[src/hdl/bcdce_pkg.sv]
package bcdce_pkg;

  typedef enum logic [6:0] {
    PH_IDLE    = 7'b0000001,
    PH_YEAR    = 7'b0000010,
    PH_MONTH   = 7'b0000100,
    PH_DAY     = 7'b0001000,
    PH_WEEKDAY = 7'b0010000,
    PH_HOUR    = 7'b0100000,
    PH_MINUTE  = 7'b1000000
  } phase_t;

  typedef enum logic [2:0] {
    SEL_IDLE    = 3'd0,
    SEL_YEAR    = 3'd1,
    SEL_MONTH   = 3'd2,
    SEL_DAY     = 3'd3,
    SEL_WEEKDAY = 3'd4,
    SEL_HOUR    = 3'd5,
    SEL_MINUTE  = 3'd6
  } field_sel_t;

  localparam logic OP_ADVANCE = 1'b0;
  localparam logic OP_INCR    = 1'b1;

  localparam logic [7:0] YEAR_TOP    = 8'd99;
  localparam logic [7:0] MONTH_TOP   = 8'd12;
  localparam logic [7:0] HOUR_TOP    = 8'd23;
  localparam logic [7:0] MINUTE_TOP  = 8'd59;
  localparam logic [2:0] WEEKDAY_TOP = 3'd6;
  localparam logic [7:0] LEN_LONG    = 8'd31;
  localparam logic [7:0] LEN_SHORT   = 8'd30;
  localparam logic [7:0] LEN_FEB     = 8'd28;
  localparam logic [7:0] LEN_FEB_LP  = 8'd29;

  typedef struct packed {
    logic [7:0] year;
    logic [4:0] month;
    logic [5:0] day;
    logic [2:0] weekday;
    logic [5:0] hour;
    logic [6:0] minute;
  } fields_t;

  typedef struct packed {
    phase_t  phase;
    fields_t f;
    logic    commit;
  } step_t;

  // Packed BCD to binary, digits above 9 taken at face value.
  function automatic logic [7:0] bcd_val(logic [7:0] x);
    return {1'b0, x[7:4], 3'b000} + {3'b000, x[7:4], 1'b0} + {4'b0000, x[3:0]};
  endfunction

  // Binary 0..99 to packed BCD; tens by reciprocal multiply.
  function automatic logic [7:0] bcd_of(logic [7:0] v);
    logic [15:0] p;
    logic [3:0]  tens;
    logic [7:0]  ones;
    p    = {8'd0, v} * 16'd205;
    tens = p[14:11];
    ones = v - ({1'b0, tens, 3'b000} + {3'b000, tens, 1'b0});
    return {tens, ones[3:0]};
  endfunction

  function automatic logic [7:0] bcd_step(logic [7:0] x, logic [7:0] bottom,
                                          logic [7:0] top);
    logic [7:0] v;
    v = bcd_val(x);
    if (v >= top) begin
      return bcd_of(bottom);
    end
    return bcd_of(v + 8'd1);
  endfunction

  function automatic logic [7:0] month_len(logic [4:0] month, logic [7:0] year);
    logic [7:0] m;
    logic [7:0] y;
    logic [7:0] len;
    m = bcd_val({3'b000, month});
    y = bcd_val(year);
    case (m) inside
      8'd4, 8'd6, 8'd9, 8'd11: len = LEN_SHORT;
      8'd2:                    len = (y[1:0] == 2'b00) ? LEN_FEB_LP : LEN_FEB;
      default:                 len = LEN_LONG;
    endcase
    return len;
  endfunction

endpackage

[src/hdl/bcdce_in_if.sv]
interface bcdce_in_if;
  logic       valid;
  logic       ready;
  logic       op;
  logic [7:0] now_year;
  logic [4:0] now_month;
  logic [5:0] now_day;
  logic [2:0] now_weekday;
  logic [5:0] now_hour;
  logic [6:0] now_minute;

  modport source (
    output valid, op, now_year, now_month, now_day, now_weekday, now_hour, now_minute,
    input  ready
  );
  modport sink (
    input  valid, op, now_year, now_month, now_day, now_weekday, now_hour, now_minute,
    output ready
  );
endinterface

[src/hdl/bcdce_out_if.sv]
interface bcdce_out_if;
  logic       valid;
  logic       ready;
  logic [2:0] field_sel;
  logic [7:0] edit_year;
  logic [4:0] edit_month;
  logic [5:0] edit_day;
  logic [2:0] edit_weekday;
  logic [5:0] edit_hour;
  logic [6:0] edit_minute;
  logic       commit;

  modport source (
    output valid, field_sel, edit_year, edit_month, edit_day, edit_weekday,
           edit_hour, edit_minute, commit,
    input  ready
  );
  modport sink (
    input  valid, field_sel, edit_year, edit_month, edit_day, edit_weekday,
           edit_hour, edit_minute, commit,
    output ready
  );
endinterface

[src/hdl/bcd_clock_date_set_editor_top.sv]
// Set-mode editor for a BCD clock and calendar. Each input transaction is one
// button event (advance or increment) together with the current time and date;
// each produces exactly one output transaction carrying the selected field, the
// six edit values and a commit flag that is high on the event that leaves the
// minute field. The editor state and the result register update at the same
// clock edge, so a result is offered in the cycle after its event is taken. The
// result register is refilled at the edge where its content is taken: with
// out_ready held high one event is taken every cycle, and while a result waits
// the input is held off. A cfg_we write sets the date enable (reset 1), which
// takes effect at the next entry from idle.
module bcd_clock_date_set_editor_top (
  input  logic        clk,
  input  logic        rst_n,
  input  logic        cfg_we,
  input  logic        cfg_wdata,
  bcdce_in_if.sink    in_ch,
  bcdce_out_if.source out_ch
);

  logic               date_en_r;
  bcdce_pkg::phase_t  phase_r;
  bcdce_pkg::fields_t cur_r;
  bcdce_pkg::fields_t now;
  bcdce_pkg::step_t   nxt;
  logic               accept;

  logic               out_valid_r;
  logic [2:0]         sel_r;
  bcdce_pkg::fields_t out_f_r;
  logic               commit_r;
  logic [2:0]         sel_nxt;

  assign in_ch.ready = !out_valid_r || out_ch.ready;
  assign accept      = in_ch.valid && in_ch.ready;

  assign now.year    = in_ch.now_year;
  assign now.month   = in_ch.now_month;
  assign now.day     = in_ch.now_day;
  assign now.weekday = in_ch.now_weekday;
  assign now.hour    = in_ch.now_hour;
  assign now.minute  = in_ch.now_minute;

  bcdce_next u_next (
    .phase   (phase_r),
    .cur     (cur_r),
    .now     (now),
    .op      (in_ch.op),
    .date_en (date_en_r),
    .nxt     (nxt)
  );

  always_comb begin
    unique case (nxt.phase)
      bcdce_pkg::PH_IDLE:    sel_nxt = bcdce_pkg::SEL_IDLE;
      bcdce_pkg::PH_YEAR:    sel_nxt = bcdce_pkg::SEL_YEAR;
      bcdce_pkg::PH_MONTH:   sel_nxt = bcdce_pkg::SEL_MONTH;
      bcdce_pkg::PH_DAY:     sel_nxt = bcdce_pkg::SEL_DAY;
      bcdce_pkg::PH_WEEKDAY: sel_nxt = bcdce_pkg::SEL_WEEKDAY;
      bcdce_pkg::PH_HOUR:    sel_nxt = bcdce_pkg::SEL_HOUR;
      bcdce_pkg::PH_MINUTE:  sel_nxt = bcdce_pkg::SEL_MINUTE;
      default:               sel_nxt = bcdce_pkg::SEL_IDLE;
    endcase
  end

  always_ff @(posedge clk) begin
    if (!rst_n) begin
      date_en_r <= 1'b1;
    end else if (cfg_we) begin
      date_en_r <= cfg_wdata;
    end
  end

  always_ff @(posedge clk) begin
    if (!rst_n) begin
      phase_r <= bcdce_pkg::PH_IDLE;
      cur_r   <= '0;
    end else if (accept) begin
      phase_r <= nxt.phase;
      cur_r   <= nxt.f;
    end
  end

  always_ff @(posedge clk) begin
    if (!rst_n) begin
      out_valid_r <= 1'b0;
    end else if (accept) begin
      out_valid_r <= 1'b1;
    end else if (out_ch.ready) begin
      out_valid_r <= 1'b0;
    end
  end

  // hold the result until it is taken
  always_ff @(posedge clk) begin
    if (accept) begin
      sel_r    <= sel_nxt;
      out_f_r  <= nxt.f;
      commit_r <= nxt.commit;
    end
  end

  assign out_ch.valid        = out_valid_r;
  assign out_ch.field_sel    = sel_r;
  assign out_ch.edit_year    = out_f_r.year;
  assign out_ch.edit_month   = out_f_r.month;
  assign out_ch.edit_day     = out_f_r.day;
  assign out_ch.edit_weekday = out_f_r.weekday;
  assign out_ch.edit_hour    = out_f_r.hour;
  assign out_ch.edit_minute  = out_f_r.minute;
  assign out_ch.commit       = commit_r;

endmodule

[src/hdl/bcdce_next.sv]
module bcdce_next (
  input  bcdce_pkg::phase_t  phase,
  input  bcdce_pkg::fields_t cur,
  input  bcdce_pkg::fields_t now,
  input  logic               op,
  input  logic               date_en,
  output bcdce_pkg::step_t   nxt
);

  logic [7:0] mlen;
  logic [7:0] day_val;

  assign mlen    = bcdce_pkg::month_len(cur.month, cur.year);
  assign day_val = bcdce_pkg::bcd_val({2'b00, cur.day});

  always_comb begin
    nxt.phase  = phase;
    nxt.f      = cur;
    nxt.commit = 1'b0;
    if (op == bcdce_pkg::OP_ADVANCE) begin
      unique case (phase)
        bcdce_pkg::PH_IDLE: begin
          nxt.f     = now;
          nxt.phase = date_en ? bcdce_pkg::PH_YEAR : bcdce_pkg::PH_HOUR;
        end
        bcdce_pkg::PH_YEAR:    nxt.phase = bcdce_pkg::PH_MONTH;
        bcdce_pkg::PH_MONTH: begin
          nxt.phase = bcdce_pkg::PH_DAY;
          // clamp an out-of-range day to the first
          if (day_val > mlen) begin
            nxt.f.day = 6'h01;
          end
        end
        bcdce_pkg::PH_DAY:     nxt.phase = bcdce_pkg::PH_WEEKDAY;
        bcdce_pkg::PH_WEEKDAY: nxt.phase = bcdce_pkg::PH_HOUR;
        bcdce_pkg::PH_HOUR:    nxt.phase = bcdce_pkg::PH_MINUTE;
        bcdce_pkg::PH_MINUTE: begin
          nxt.phase  = bcdce_pkg::PH_IDLE;
          nxt.commit = 1'b1;
        end
        default:               nxt.phase = bcdce_pkg::PH_IDLE;
      endcase
    end else begin
      unique case (phase)
        bcdce_pkg::PH_IDLE: ;
        bcdce_pkg::PH_YEAR:
          nxt.f.year = bcdce_pkg::bcd_step(cur.year, 8'd0, bcdce_pkg::YEAR_TOP);
        bcdce_pkg::PH_MONTH:
          nxt.f.month = 5'(bcdce_pkg::bcd_step({3'b000, cur.month}, 8'd1,
                                               bcdce_pkg::MONTH_TOP));
        bcdce_pkg::PH_DAY:
          nxt.f.day = 6'(bcdce_pkg::bcd_step({2'b00, cur.day}, 8'd1, mlen));
        bcdce_pkg::PH_WEEKDAY:
          nxt.f.weekday = (cur.weekday >= bcdce_pkg::WEEKDAY_TOP) ? 3'd0
                                                                  : cur.weekday + 3'd1;
        bcdce_pkg::PH_HOUR:
          nxt.f.hour = 6'(bcdce_pkg::bcd_step({2'b00, cur.hour}, 8'd0,
                                              bcdce_pkg::HOUR_TOP));
        bcdce_pkg::PH_MINUTE:
          nxt.f.minute = 7'(bcdce_pkg::bcd_step({1'b0, cur.minute}, 8'd0,
                                                bcdce_pkg::MINUTE_TOP));
        default:               nxt.phase = bcdce_pkg::PH_IDLE;
      endcase
    end
  end

endmodule

[src/flat_wrapper.sv]
// flat-port wrapper written by rule: the top's interface ports become plain ports
module bcd_clock_date_set_editor_top_flat 
  (clk, rst_n, cfg_we, cfg_wdata, in_ch_valid, in_ch_op, in_ch_now_year, in_ch_now_month, in_ch_now_day, in_ch_now_weekday, in_ch_now_hour, in_ch_now_minute, in_ch_ready, out_ch_valid, out_ch_field_sel, out_ch_edit_year, out_ch_edit_month, out_ch_edit_day, out_ch_edit_weekday, out_ch_edit_hour, out_ch_edit_minute, out_ch_commit, out_ch_ready);
  bcdce_in_if in_ch_i ();
  bcdce_out_if out_ch_i ();
  input  logic clk;
  input  logic rst_n;
  input  logic cfg_we;
  input  logic cfg_wdata;
  input wire logic [$bits(in_ch_i.valid)-1:0] in_ch_valid;
  input wire logic [$bits(in_ch_i.op)-1:0] in_ch_op;
  input wire logic [$bits(in_ch_i.now_year)-1:0] in_ch_now_year;
  input wire logic [$bits(in_ch_i.now_month)-1:0] in_ch_now_month;
  input wire logic [$bits(in_ch_i.now_day)-1:0] in_ch_now_day;
  input wire logic [$bits(in_ch_i.now_weekday)-1:0] in_ch_now_weekday;
  input wire logic [$bits(in_ch_i.now_hour)-1:0] in_ch_now_hour;
  input wire logic [$bits(in_ch_i.now_minute)-1:0] in_ch_now_minute;
  output wire logic [$bits(in_ch_i.ready)-1:0] in_ch_ready;
  output wire logic [$bits(out_ch_i.valid)-1:0] out_ch_valid;
  output wire logic [$bits(out_ch_i.field_sel)-1:0] out_ch_field_sel;
  output wire logic [$bits(out_ch_i.edit_year)-1:0] out_ch_edit_year;
  output wire logic [$bits(out_ch_i.edit_month)-1:0] out_ch_edit_month;
  output wire logic [$bits(out_ch_i.edit_day)-1:0] out_ch_edit_day;
  output wire logic [$bits(out_ch_i.edit_weekday)-1:0] out_ch_edit_weekday;
  output wire logic [$bits(out_ch_i.edit_hour)-1:0] out_ch_edit_hour;
  output wire logic [$bits(out_ch_i.edit_minute)-1:0] out_ch_edit_minute;
  output wire logic [$bits(out_ch_i.commit)-1:0] out_ch_commit;
  input wire logic [$bits(out_ch_i.ready)-1:0] out_ch_ready;
  assign in_ch_i.valid = in_ch_valid;
  assign in_ch_i.op = in_ch_op;
  assign in_ch_i.now_year = in_ch_now_year;
  assign in_ch_i.now_month = in_ch_now_month;
  assign in_ch_i.now_day = in_ch_now_day;
  assign in_ch_i.now_weekday = in_ch_now_weekday;
  assign in_ch_i.now_hour = in_ch_now_hour;
  assign in_ch_i.now_minute = in_ch_now_minute;
  assign in_ch_ready = in_ch_i.ready;
  assign out_ch_valid = out_ch_i.valid;
  assign out_ch_field_sel = out_ch_i.field_sel;
  assign out_ch_edit_year = out_ch_i.edit_year;
  assign out_ch_edit_month = out_ch_i.edit_month;
  assign out_ch_edit_day = out_ch_i.edit_day;
  assign out_ch_edit_weekday = out_ch_i.edit_weekday;
  assign out_ch_edit_hour = out_ch_i.edit_hour;
  assign out_ch_edit_minute = out_ch_i.edit_minute;
  assign out_ch_commit = out_ch_i.commit;
  assign out_ch_i.ready = out_ch_ready;
  bcd_clock_date_set_editor_top u_core (.clk(clk), .rst_n(rst_n), .cfg_we(cfg_we), .cfg_wdata(cfg_wdata), .in_ch(in_ch_i), .out_ch(out_ch_i));
endmodule
[config.mk]
export PLATFORM = sky130hd
export DESIGN_NAME = bcd_clock_date_set_editor_top_flat
export DESIGN_NICKNAME = d
export VERILOG_FILES = /design/src/hdl/bcdce_pkg.sv /design/src/hdl/bcdce_in_if.sv /design/src/hdl/bcdce_out_if.sv /design/src/hdl/bcd_clock_date_set_editor_top.sv /design/src/hdl/bcdce_next.sv /design/src/flat_wrapper.sv
export SDC_FILE = /design/constraint.sdc
export NUM_CORES = 1
export LEC_CHECK = 0
export BUFFER_PORTS_ARGS = -buffer_cell sky130_fd_sc_hd__buf_2
export CAP_MARGIN = 10
export CORE_AREA = 2 2 148 150
export CTS_CLUSTER_DIAMETER = 100
export DETAILED_ROUTE_END_ITERATION = 6
export DIE_AREA = 0 0 150 152
export GPL_TIMING_DRIVEN = 0
export PLACE_DENSITY_LB_ADDON = 0.08
export SETUP_SLACK_MARGIN = 0.1
export SLEW_MARGIN = 20
export SYNTH_ARGS = -nofsm -noshare
export SYNTH_HDL_FRONTEND = slang
export SYNTH_HIERARCHICAL = 1
export SYNTH_SLANG_ARGS = --single-unit
[constraint.sdc]
create_clock -name clk -period 7.45 [get_ports clk]
set_input_delay 1.1175 -clock clk [delete_from_list [all_inputs] [get_ports clk]]
set_output_delay 1.1175 -clock clk [all_outputs]
set_load 0.01 [all_outputs]
==> out/qor.yml <==
status: "finished, final reports clean"
synth_cells: 1171
synth_cell_type_count: 71
clk_pin_slew_ps: 60
final.setup_skew_ps: 11.2
ys_seq_elements: 83
syn_area_per_cell_um2: 8.97
power_leakage_nw: 6.19
switching_share_pct: 41.3
area_delta_synth_final_pct: 11.5
dieArea_um2: 22800
portBuffers: 80
fillers: 2056
cts_buffers: 9
setup_ws_ps: 435
critPathLaunch: "u_core/cur_r[30]"
routabilityCongestion: 0.874
routed_via_density: 5.40
irDropWorstVdd_v: 0.000108
layout_common_cells: "ha_1, inv_1, nand2_1"
clk_path_buf_depth: 2
antennaDiodeCount: 0
fp.dieH_um: 152
grt_usage_pct: 22.8
dr.pass1.iters: 5
power_switching_mw: 0.905
worst_slew_pin_slew_ps: 819
critPathLaunchType: "flip-flop"
syn-cell-area_um2: 10500
crit_buf_inv: 4
setup_viol: 0
grt_pass1_vias: 8334
grt_overflow: 0
fmax_mhz: 143
rsz0062_at_grt: "false"
maxCapViolCount: 0
drc: 0
final_hold_viol_count: 0
cpMaxStageDelayCell: "fa_1"
slew_headroom_pct: 45.4
dr.first_iter.drc_count: 416
cts_tree: "built"
critical_path_arrival_ps: 7280
worstReg2RegStart: "u_core/cur_r[30]"
routedWlPerCell_um: 16.3
die_x_um: 150
finalMaxSlewViolations: 0
antenna_found_initial: 0
path_class: "reg -> reg"
hold_slack_ps: 498
dp_worst_setup_slack_ps: 53.2
synth_async_sr_flop_share_pct: 0
worstSetupEndpointType: "flip-flop"
grt_pass1_wl_mm: 41.7
finalNetCount: 1588
insertion_delay_ps: 350
cts.sinks: 83
cp_data_required_time_ps: 7720
route.vias.total: 8425
period_needed_ps: 7010
slowest_delay_ps: 540
initial_utilization_pct: 49.2
multi_input_comb_area_um2: 7720
p_comb_share_pct: 54.8
ys_warn_count: 6
fp.coreArea_um2: 21400
layout-drive-gt1-share_pct: 10.9
ant_nets: 0
cts_max_level: 3
routed_wl_mm: 25.4
io_pins: 83
p_clk_share_pct: 20.3
min_period_over_period_pct: 94.2
dp.cells: 1540
hold_class: "reg -> reg"
ys_seq_area_share_pct: 19.5
synth_edf_count: 39
power.density_nw_per_um2: 187
cts_root_buf: "clkbuf_16"
fin_cells: 1560
hold_buffers: 0
placedInstanceArea_um2: 11300
seqPwrFrac_pct: 25.0
setup_tns_ps: 0
worstPathMaxFanout: 5
row_count: 54
grt_max_degree: 49
synth_flop_cell: "dfxtp_1"
post-dp-hpwl_mm: 20.2
final_common_cell: "ha_1"
cp_top_family: "adder cells"
regArea_um2: 2050
intPower_mw: 1.29
hold_start: "u_core/cur_r[31]"
final_area_um2: 11700
[per-layer routing]
layer  GRT usage (%)  vias up  wire, um
met5               0        -         0
met4            5.17        0       398
met2            37.4      218     11600
met3            2.97       29      1300
li1                -     4280         -
met1            32.0     3898     12100
[layout make-up]
| cell class | count | area share [%] |
|---|---|---|
| Multi-Input combinational cell | 890 | 65.9 |
| Sequential cell | 83 | 17.5 |
| Inverter | 173 | 5.54 |
| Timing Repair Buffer | 84 | 3.67 |
| Tap cell | 280 | 2.99 |
| Clock buffer | 14 | 2.35 |
| Buffer | 34 | 1.89 |
| Clock inverter | 2 | 0.0855 |
[logic make-up (layout without fill, tap and decap cells)]
group                      after synthesis  after routing  synth area share [%]
adders and majority gates              271            271                  35.4
other                                    2             11                0.0715
DFF                                     83             83                  19.5
muxes                                   48             48                  4.57
AOI/OAI and AO/OA                      185            185                  12.1
buffers and inverters                  207            307                  8.29
and+or+nand+nor                        297            297                  13.4
xor gates and xnor gates                78             78                  6.63
[state kept, by name, summed over array words and instances, names as in the netlist, 5 cells and up]
register                   cells
u_core/out_ch.edit_hour        6
u_core/out_ch.edit_minute      7
u_core/out_ch.edit_day         6
u_core/out_ch.edit_year        8
u_core/phase_r                 7
u_core/cur_r                  35
u_core/out_ch.edit_month       5
[cell usage after synthesis, types with 8 or more instances]
library cell	count	area [um2]
edfxtp_1	39	1170
xnor2_1	41	359
fa_1	44	881
mux2i_1	48	480
a21o_1	17	128
nor2_1	32	120
ha_1	227	2840
nor3_1	12	60.1
a21oi_1	43	215
a221oi_1	21	184
nand3_1	27	135
dfxtp_1	44	881
a211oi_1	8	60.1
clkbuf_1	21	78.8
inv_1	173	649
a31oi_1	21	131
xor2_1	36	315
o21ai_0	24	120
nand2_1	160	601
[final timing paths]
| check | end | slack (ps) | cells after the start |
|---|---|---|---|
| min reg2reg | u_core/cur_r[31] | 500 | 2 |
| min | u_core/cur_r[31] | 500 | 2 |
| max reg2reg | u_core/cur_r[30] | 440 | 28 |
| max | u_core/cur_r[30] | 440 | 28 |
[stage by stage]
stage                     total power, mW  util (%)
after global placement               1.72      52.9
after CTS                            2.20      54.3
after global routing                 2.42      54.9
after floorplan                      1.44         -
after detailed placement             1.74      52.9
final                                2.19      54.9
[timing repair]
action                                  CTS  global route
pin swaps                                 0             4
resized for setup                         1            19
setup buffers                             0             4
endpoints found under the setup margin    1             6
[power by group through the flow]
stage | combinational, mW | sequential (mW) | clock, mW
6_report | 1.20 | 0.547 | 0.444
2_1_floorplan | 0.876 | 0.560 | 0
3_3_place_gp | 1.17 | 0.557 | 0
3_5_place_dp | 1.18 | 0.557 | 0
4_1_cts | 1.20 | 0.547 | 0.451
5_1_grt | 1.40 | 0.552 | 0.468
[worst register-to-register path, delay by kind of cell, from the launching register on]
kind	cells	cell delay [ps]
muxes	1	170
and+or+nand+nor	4	440
adders and majority gates	8	3310
DFF	1	390
AOI/OAI and AO/OA	7	1690
buffers and inverters	4	270
xor gates and xnor gates	4	650
No activity file was read; power rests on OpenSTA's default activity.
